[src/rtl/shadow_return_stack_assert.svh]
// Assertion macros for the shadow return stack.
// Needs clk and rst in the scope where the macros are used.
`ifndef SHADOW_RETURN_STACK_ASSERT_SVH
`define SHADOW_RETURN_STACK_ASSERT_SVH

// same-cycle implication, disabled in reset
`define SRS_ASSERT_IMP(lbl, ante, cons, msg) \
  lbl: assert property (@(posedge clk) disable iff (rst) (ante) |-> (cons)) else $error(msg);

// next-cycle implication, disabled in reset
`define SRS_ASSERT_NXT(lbl, ante, cons, msg) \
  lbl: assert property (@(posedge clk) disable iff (rst) (ante) |=> (cons)) else $error(msg);

`endif

[src/rtl/srs_pkg.sv]
// Shared types and constants for the shadow return stack.
// No dependencies.
package srs_pkg;

  localparam int STACK_DEPTH  = 64;
  localparam int ADDR_W       = 64;
  localparam int IDX_W        = $clog2(STACK_DEPTH);
  localparam int CNT_W        = $clog2(STACK_DEPTH + 1);
  localparam int WIN_W        = 8;
  localparam int FIELD_CNT_W  = 7;
  localparam logic [WIN_W-1:0] WINDOW_RESET = 8'd8;

  typedef enum logic {
    OP_PUSH   = 1'b0,
    OP_RETURN = 1'b1
  } opcode_t;

  typedef enum logic [1:0] {
    ST_OK        = 2'd0,
    ST_UNDERFLOW = 2'd1,
    ST_OVERFLOW  = 2'd2
  } status_t;

  typedef enum logic [1:0] {
    S_IDLE,
    S_CMP,
    S_DONE
  } state_t;

  typedef struct packed {
    logic              we;
    logic [IDX_W-1:0]  waddr;
    logic [ADDR_W-1:0] wdata;
    logic              re;
    logic [IDX_W-1:0]  raddr;
  } store_req_t;

endpackage

[src/rtl/srs_match.sv]
// Window compare unit: shared by every pop of a return.
// Depends on srs_pkg.
module srs_match import srs_pkg::*; (
  input  logic [ADDR_W-1:0] target,
  input  logic [ADDR_W-1:0] entry,
  input  logic [WIN_W-1:0]  window,
  output logic              hit
);

  logic [ADDR_W-1:0] diff;

  assign diff = target - entry;
  // negative distance always counts as a match
  assign hit = diff[ADDR_W-1] || (diff <= {{(ADDR_W-WIN_W){1'b0}}, window});

endmodule

[config.mk]
export PLATFORM = sky130hd
export DESIGN_NAME = srs_match
export DESIGN_NICKNAME = d
export VERILOG_FILES = /design/src/rtl/shadow_return_stack_assert.svh /design/src/rtl/srs_pkg.sv /design/src/rtl/srs_match.sv
export SDC_FILE = /design/constraint.sdc
export NUM_CORES = 1
export LEC_CHECK = 0
export BUFFER_PORTS_ARGS = -buffer_cell sky130_fd_sc_hd__buf_2
export CAP_MARGIN = 20
export CORE_ASPECT_RATIO = 0.5
export CORE_MARGIN = 8
export CORE_UTILIZATION = 57
export DETAILED_ROUTE_END_ITERATION = 10
export MAX_ROUTING_LAYER = met4
export PLACE_DENSITY = 0.86
export SETUP_SLACK_MARGIN = 0.2
export SLEW_MARGIN = 20
export SYNTH_ARGS = -nofsm -noshare
export SYNTH_HDL_FRONTEND = slang
export SYNTH_SLANG_ARGS = --single-unit
[constraint.sdc]
create_clock -name vclk -period 4.7
set_input_delay 0.235 -clock vclk [all_inputs]
set_output_delay 0.235 -clock vclk [all_outputs]
set_load 0.05 [all_outputs]
==> results.toml, run 1 <==
[status]
status = "complete, no violations"

[cts]
cts_setup_buffers = 0
hold_buffers = 0

[routing]
drt_iter0_markers = 629
antenna_left = 0
viasPerCell = 6.268
drc = 0
routedWlPerCell_um = 17.99
drt-pass1-iter-count = 5
dr_total_vias = 6375
routed_wl_um = 18300

[layout]
nets = 1109
seq_cells = 0
drive_gt1_frac = 0.2002
seq_area_um2 = 0
syn2layout_area_growth_pct = 13.76
n_clock_buffer = 0

[sta]
fmax_mhz = 236.9
finalCritPeriodShare = 0.8981
worstMarginPinSlew_ns = 0.7918
rsz0062_at_grt = "false"
fin_setup_tns_ns = 0
max_slew_margin = 0.4674
fin_crit_ns = 4.221
finalSetupViolCount = 0
slew_viol_final = 0
finalHoldViolCount = 0

[critical_path]
required_ns = 4.47
crit_arrival_ns = 3.99
worstSetupPathType = "input port to output port"
worst_setup_path_end_kind = "output port"
crit_path_max_fanout = 4
start_kind = "input port"

[synthesis]
synth_top_family_by_area = "compound AO/OA/AOI/OAI gates"
synthMostInstantiatedCell = "inv_1"
synthSimpleGateAreaFrac = 0.2489
synth_fa_ha_area_frac = 0.1780
synth.distinct_cells = 74
synth_nets = 1007
syn_inst = 799
synth_mux_area_frac = 0.01790
netlist_top_cells_count = "inv_1, a21oi_1, nand2_1, ha_1, nor2_1"
synth_compound_area_frac = 0.3887
synth-seq-area-share = 0
netlist_area_mm2 = 0.005102
netlist.area_leader.share = 0.1741
synthTopCellsByArea = "ha_1, a21oi_1, inv_1"
yosysWarningCount = 0
yosysTopAreaCell = "ha_1"
syn_avg_cell_area_um2 = 6.386
synthXorXnorAreaFrac = 0.05836

[power]
power_mw = 0.8380
power_density_mw_per_mm2 = 144.4
ir_drop_mv = 0.09458
power.leakage_nw = 2.769

[run]
max-cap-violations = 0

[floorplan]
dieArea_mm2 = 0.01242
initial_core_util = 0.5859
fp.dieW_um = 149.8
fp.coreArea_mm2 = 0.008708
fp.dieH_um = 82.90
ios = 137
std_cell_rows = 24

[place]
hpwl_um = 15670
port-buffer-count = 137
gp_congestion = 1.031

[grt]
grt.total_usage = 0.2825
antenna_found_initial = 1
grt_pass1_vias = 5897
grt_pass1_wl_um = 29120
grt_start_max_net_pins = 13
grt-ovfl-total = 0

[min_path]
hold_path.class = "input port to output port"
power by group:
group / switching [mW] / total (mW) / internal [mW]
Sequential: 0 / 0 / 0
Combinational: 0.509 / 0.838 / 0.329
Clock: 0 / 0.0000000286 / 0.0000000286
stage by stage:
step / hold slack, ns / worst slack, ns / cell area [um2] / cells / utilization
floorplan: 1.082 / 0.5247 / 5102 / 799 / -
finish: 1.137 / 0.4790 / 5804 / 1017 / 0.6665
global route: 1.222 / 0.1769 / 5804 / 1017 / 0.6665
CTS: 1.182 / 0.3147 / 5766 / 1016 / 0.6621
global placement: 1.176 / 0.5032 / 5766 / 1016 / 0.6621
detailed placement: 1.171 / 0.3278 / 5766 / 1016 / 0.6621
worst max-delay path: stages:
cell,delay [ns]
buf_2,0.07
inv_1,0.04
ha_1,0.22
fa_2,0.36
nand2b_1,0.17
a21o_1,0.22
a211o_1,0.32
o21a_1,0.28
a31oi_2,0.35
o22ai_1,0.22
xnor2_1,0.18
a2111oi_0,0.51
and4bb_1,0.32
nand4_1,0.11
o21ai_2,0.16
buf_6,0.18
cells in the final DEF (no fill, tap or decap), drive strengths merged, types with 7 or more instances in the layout:
| master | netlist | final |
|---|---|---|
| nor3 | 22 | 22 |
| inv | 94 | 94 |
| a21oi | 94 | 94 |
| nor2 | 58 | 58 |
| a31oi | 10 | 10 |
| a2111oi | 8 | 8 |
| ha | 71 | 71 |
| nand4 | 38 | 38 |
| nand2b | 10 | 10 |
| nand3 | 9 | 9 |
| nand2 | 79 | 79 |
| nor4 | 8 | 8 |
| a211oi | 10 | 10 |
| buf | 25 | 141 |
| o211ai | 10 | 10 |
| o31ai | 7 | 7 |
| o21ai | 57 | 57 |
| a211o | 8 | 8 |
| or3 | 7 | 7 |
| o2111ai | 8 | 8 |
| xnor2 | 23 | 23 |
| mux2i | 8 | 8 |
| xor2 | 11 | 11 |
| o21a | 27 | 27 |
| a21o | 18 | 18 |
routing by layer:
metal | up-vias | share of wire | wire, um | track usage
met3 | 22 | 0.11 | 2071 | 0.04437
met1 | 2899 | 0.47 | 8597 | 0.4109
li1 | 3135 | - | - | -
met4 | 0 | 0.0094 | 172 | 0.02072
met5 | - | 0 | 0 | -
met2 | 319 | 0.41 | 7459 | 0.4130
final cells by class:
class | count | area, um2
well taps | 117 | 146.4
fillers | 814 | 2904
inverters | 94 | 352.8
multi-input cells | 664 | 4581
repair buffers | 141 | 721.9
diodes | 1 | 2.502
path summary, 6_finish.rpt:
kind,startpoint,endpoint,slack [ns],depth (start not counted)
worst max-delay path,target[0],hit,0.48,16
worst min-delay path,target[63],hit,1.14,6
what timing repair did:
action                     CTS  global route
hold endpoints to repair     0             0
gates resized for setup      0            11
setup endpoints to repair    0             1
cell families after synthesis:
kind of cell    after synthesis
compound gates              293
buf+inv                     135
simple gates                256
xor+xnor                     34
mux                           9
fa+ha+maj                    72
No activity file was read; power rests on OpenSTA's default activity.
==> run 2, diff against run 1 <==
--- a/config.mk
+++ b/config.mk
@@ -6,13 +6,14 @@
 export NUM_CORES = 1
 export LEC_CHECK = 0
 export BUFFER_PORTS_ARGS = -buffer_cell sky130_fd_sc_hd__buf_2
-export CAP_MARGIN = 20
-export CORE_ASPECT_RATIO = 0.5
+export CAP_MARGIN = 40
+export CORE_ASPECT_RATIO = 2
 export CORE_MARGIN = 8
 export CORE_UTILIZATION = 57
 export DETAILED_ROUTE_END_ITERATION = 10
 export MAX_ROUTING_LAYER = met4
 export PLACE_DENSITY = 0.86
+export RECOVER_POWER = 25
 export SETUP_SLACK_MARGIN = 0.2
 export SLEW_MARGIN = 20
 export SYNTH_ARGS = -nofsm -noshare
==> run 2 against run 1 <==
  * Combinational power fell by 2%
  * Wire length fell by 0.93%
  * First-iteration DRC count fell by 13%
  * Count of clock-buffer cells in the layout did not move
  * Cell area fell by 0.75%
  * Utilization fell by 1.4 points
  * Largest cell class unchanged
  * Largest power group unchanged
==> results.toml, run 2 (synthesized netlist as in run 1, its figures left out) <==
[status]
status = "complete, no violations"

[grt]
grt_start_max_net_pins = 13
grt_pass1_vias = 5995
antenna_found_initial = 0
grt_pass1_wl_um = 28660
grt.total_usage = 0.2760
grt-ovfl-total = 0

[layout]
seq_cells = 0
drive_gt1_frac = 0.1958
mostFrequentLayoutCells = "buf_2, inv_1, a21oi_1, nand2_1, ha_1"
seq_area_um2 = 0
syn2layout_area_growth_pct = 12.90
final_common_cell = "buf_2"
nets = 1109
fin_util = 0.6525
n_clock_buffer = 0
diodes = 0
num-fill-cells = 892
stdcell_area_mm2 = 0.005761

[critical_path]
crit_path_max_fanout = 4
critPathTopFamily = "simple AND/OR/NAND/NOR gates"
worstSetupPathType = "input port to output port"
startpoint = "target[2]"
crit_chain = "buf_2 > ha_1 > o211ai_1 > a21oi_2 > nor2_1 > o21ai_0 > xor2_1 > ha_1 > a21oi_1 > o21ai_0 > o22a_1 > or4_1 > nor4_2 > nand4_1 > and4bb_1 > nand4_1 > o21ai_1 > clkbuf_2"
start_kind = "input port"
cp-endpoint = "hit"
cp.depth = 18
path_buf_inv = 2
crit_arrival_ns = 4.27
crit_path_top_delay_cell = "or4_1"
max_stage_delay_ns = 0.55
required_ns = 4.47
worst_setup_path_end_kind = "output port"

[sta]
finalCritPeriodShare = 0.9578
fmax_mhz = 222.1
worstMarginPinSlew_ns = 0.8758
finalHoldViolCount = 0
max_slew_margin = 0.4085
slew_viol_final = 0
fin_setup_tns_ns = 0
finalHoldWorstSlack_ns = 1.251
finalSetupViolCount = 0
fin_crit_ns = 4.502
rsz0062_at_grt = "false"

[place]
port-buffer-count = 137
placed_cell_area_mm2 = 0.005747
gp_congestion = 1.032
hpwl_um = 15610

[min_path]
hold_path.class = "input port to output port"

[floorplan]
fp.dieH_um = 149.8
fp.coreArea_mm2 = 0.008828
dieArea_mm2 = 0.01242
initial_core_util = 0.5779
std_cell_rows = 49
ios = 137
fp.dieW_um = 82.90

[routing]
viasPerCell = 6.378
dr_total_vias = 6384
drt-pass1-iter-count = 6
routed_wl_um = 18130
antenna_left = 0
routedWlPerCell_um = 18.11
drc = 0
drt_iter0_markers = 545

[power]
power_density_mw_per_mm2 = 142.9
power_mw = 0.8231
power.leakage_nw = 2.766
ir_drop_mv = 0.07816

[run]
max-cap-violations = 0
[run 2: cell count changes in the layout (fill, tap and decap cells not counted), sizes merged]
cell | before | now
clkbuf | 0 | 1
buf | 141 | 140
diode | 1 | 0
[run 2: power by group]
group          total [mW]  internal [mW]  switching [mW]
Sequential              0              0               0
Combinational       0.823          0.325           0.498
Clock                   0              0               0
[run 2: metrics by stage]
step	worst slack, ns	std cells
after floorplan	0.5247	799
after global placement	0.3990	1001
after detailed placement	0.3036	1001
after CTS	0.2872	1001
after global routing	0.01042	1001
final	0.1983	1001
[run 2: layer usage]
layer	share of wire	global-route usage	vias up
li1	-	-	3137
met3	0.060	0.02779	46
met2	0.47	0.4705	294
met5	0	-	-
met4	0.043	0.1044	0
met1	0.42	0.3247	2907
[run 2: worst min-delay path by stage]
stage / from / endpoint / cells past startpoint
2_1_floorplan: target[59] / hit / 4
3_3_place_gp: target[63] / hit / 6
3_5_place_dp: target[63] / hit / 6
4_1_cts: target[63] / hit / 6
5_1_grt: target[63] / hit / 6
6_report: target[63] / hit / 6
[run 2: cell type report]
cell class,count,area [um2],area share
Inverter,94,352.8,0.06125
Timing Repair Buffer,141,715.7,0.1242
Tap cell,102,127.6,0.02215
Multi-Input combinational cell,664,4564,0.7924
[run 2: worst min-delay path: stages]
cell	delay, ns
buf_2	0.08
xor2_1	0.12
nand4_1	0.10
and3_1	0.17
o21ai_1	0.07
clkbuf_2	0.24
[run 2: timing repair]
action | 4_1_cts | 5_1_grt
setup buffers | 0 | 0
endpoints found under the setup margin | 0 | 1
gates resized for setup | 0 | 6
hold buffers | 0 | 0
endpoints found under the hold margin | 0 | 0
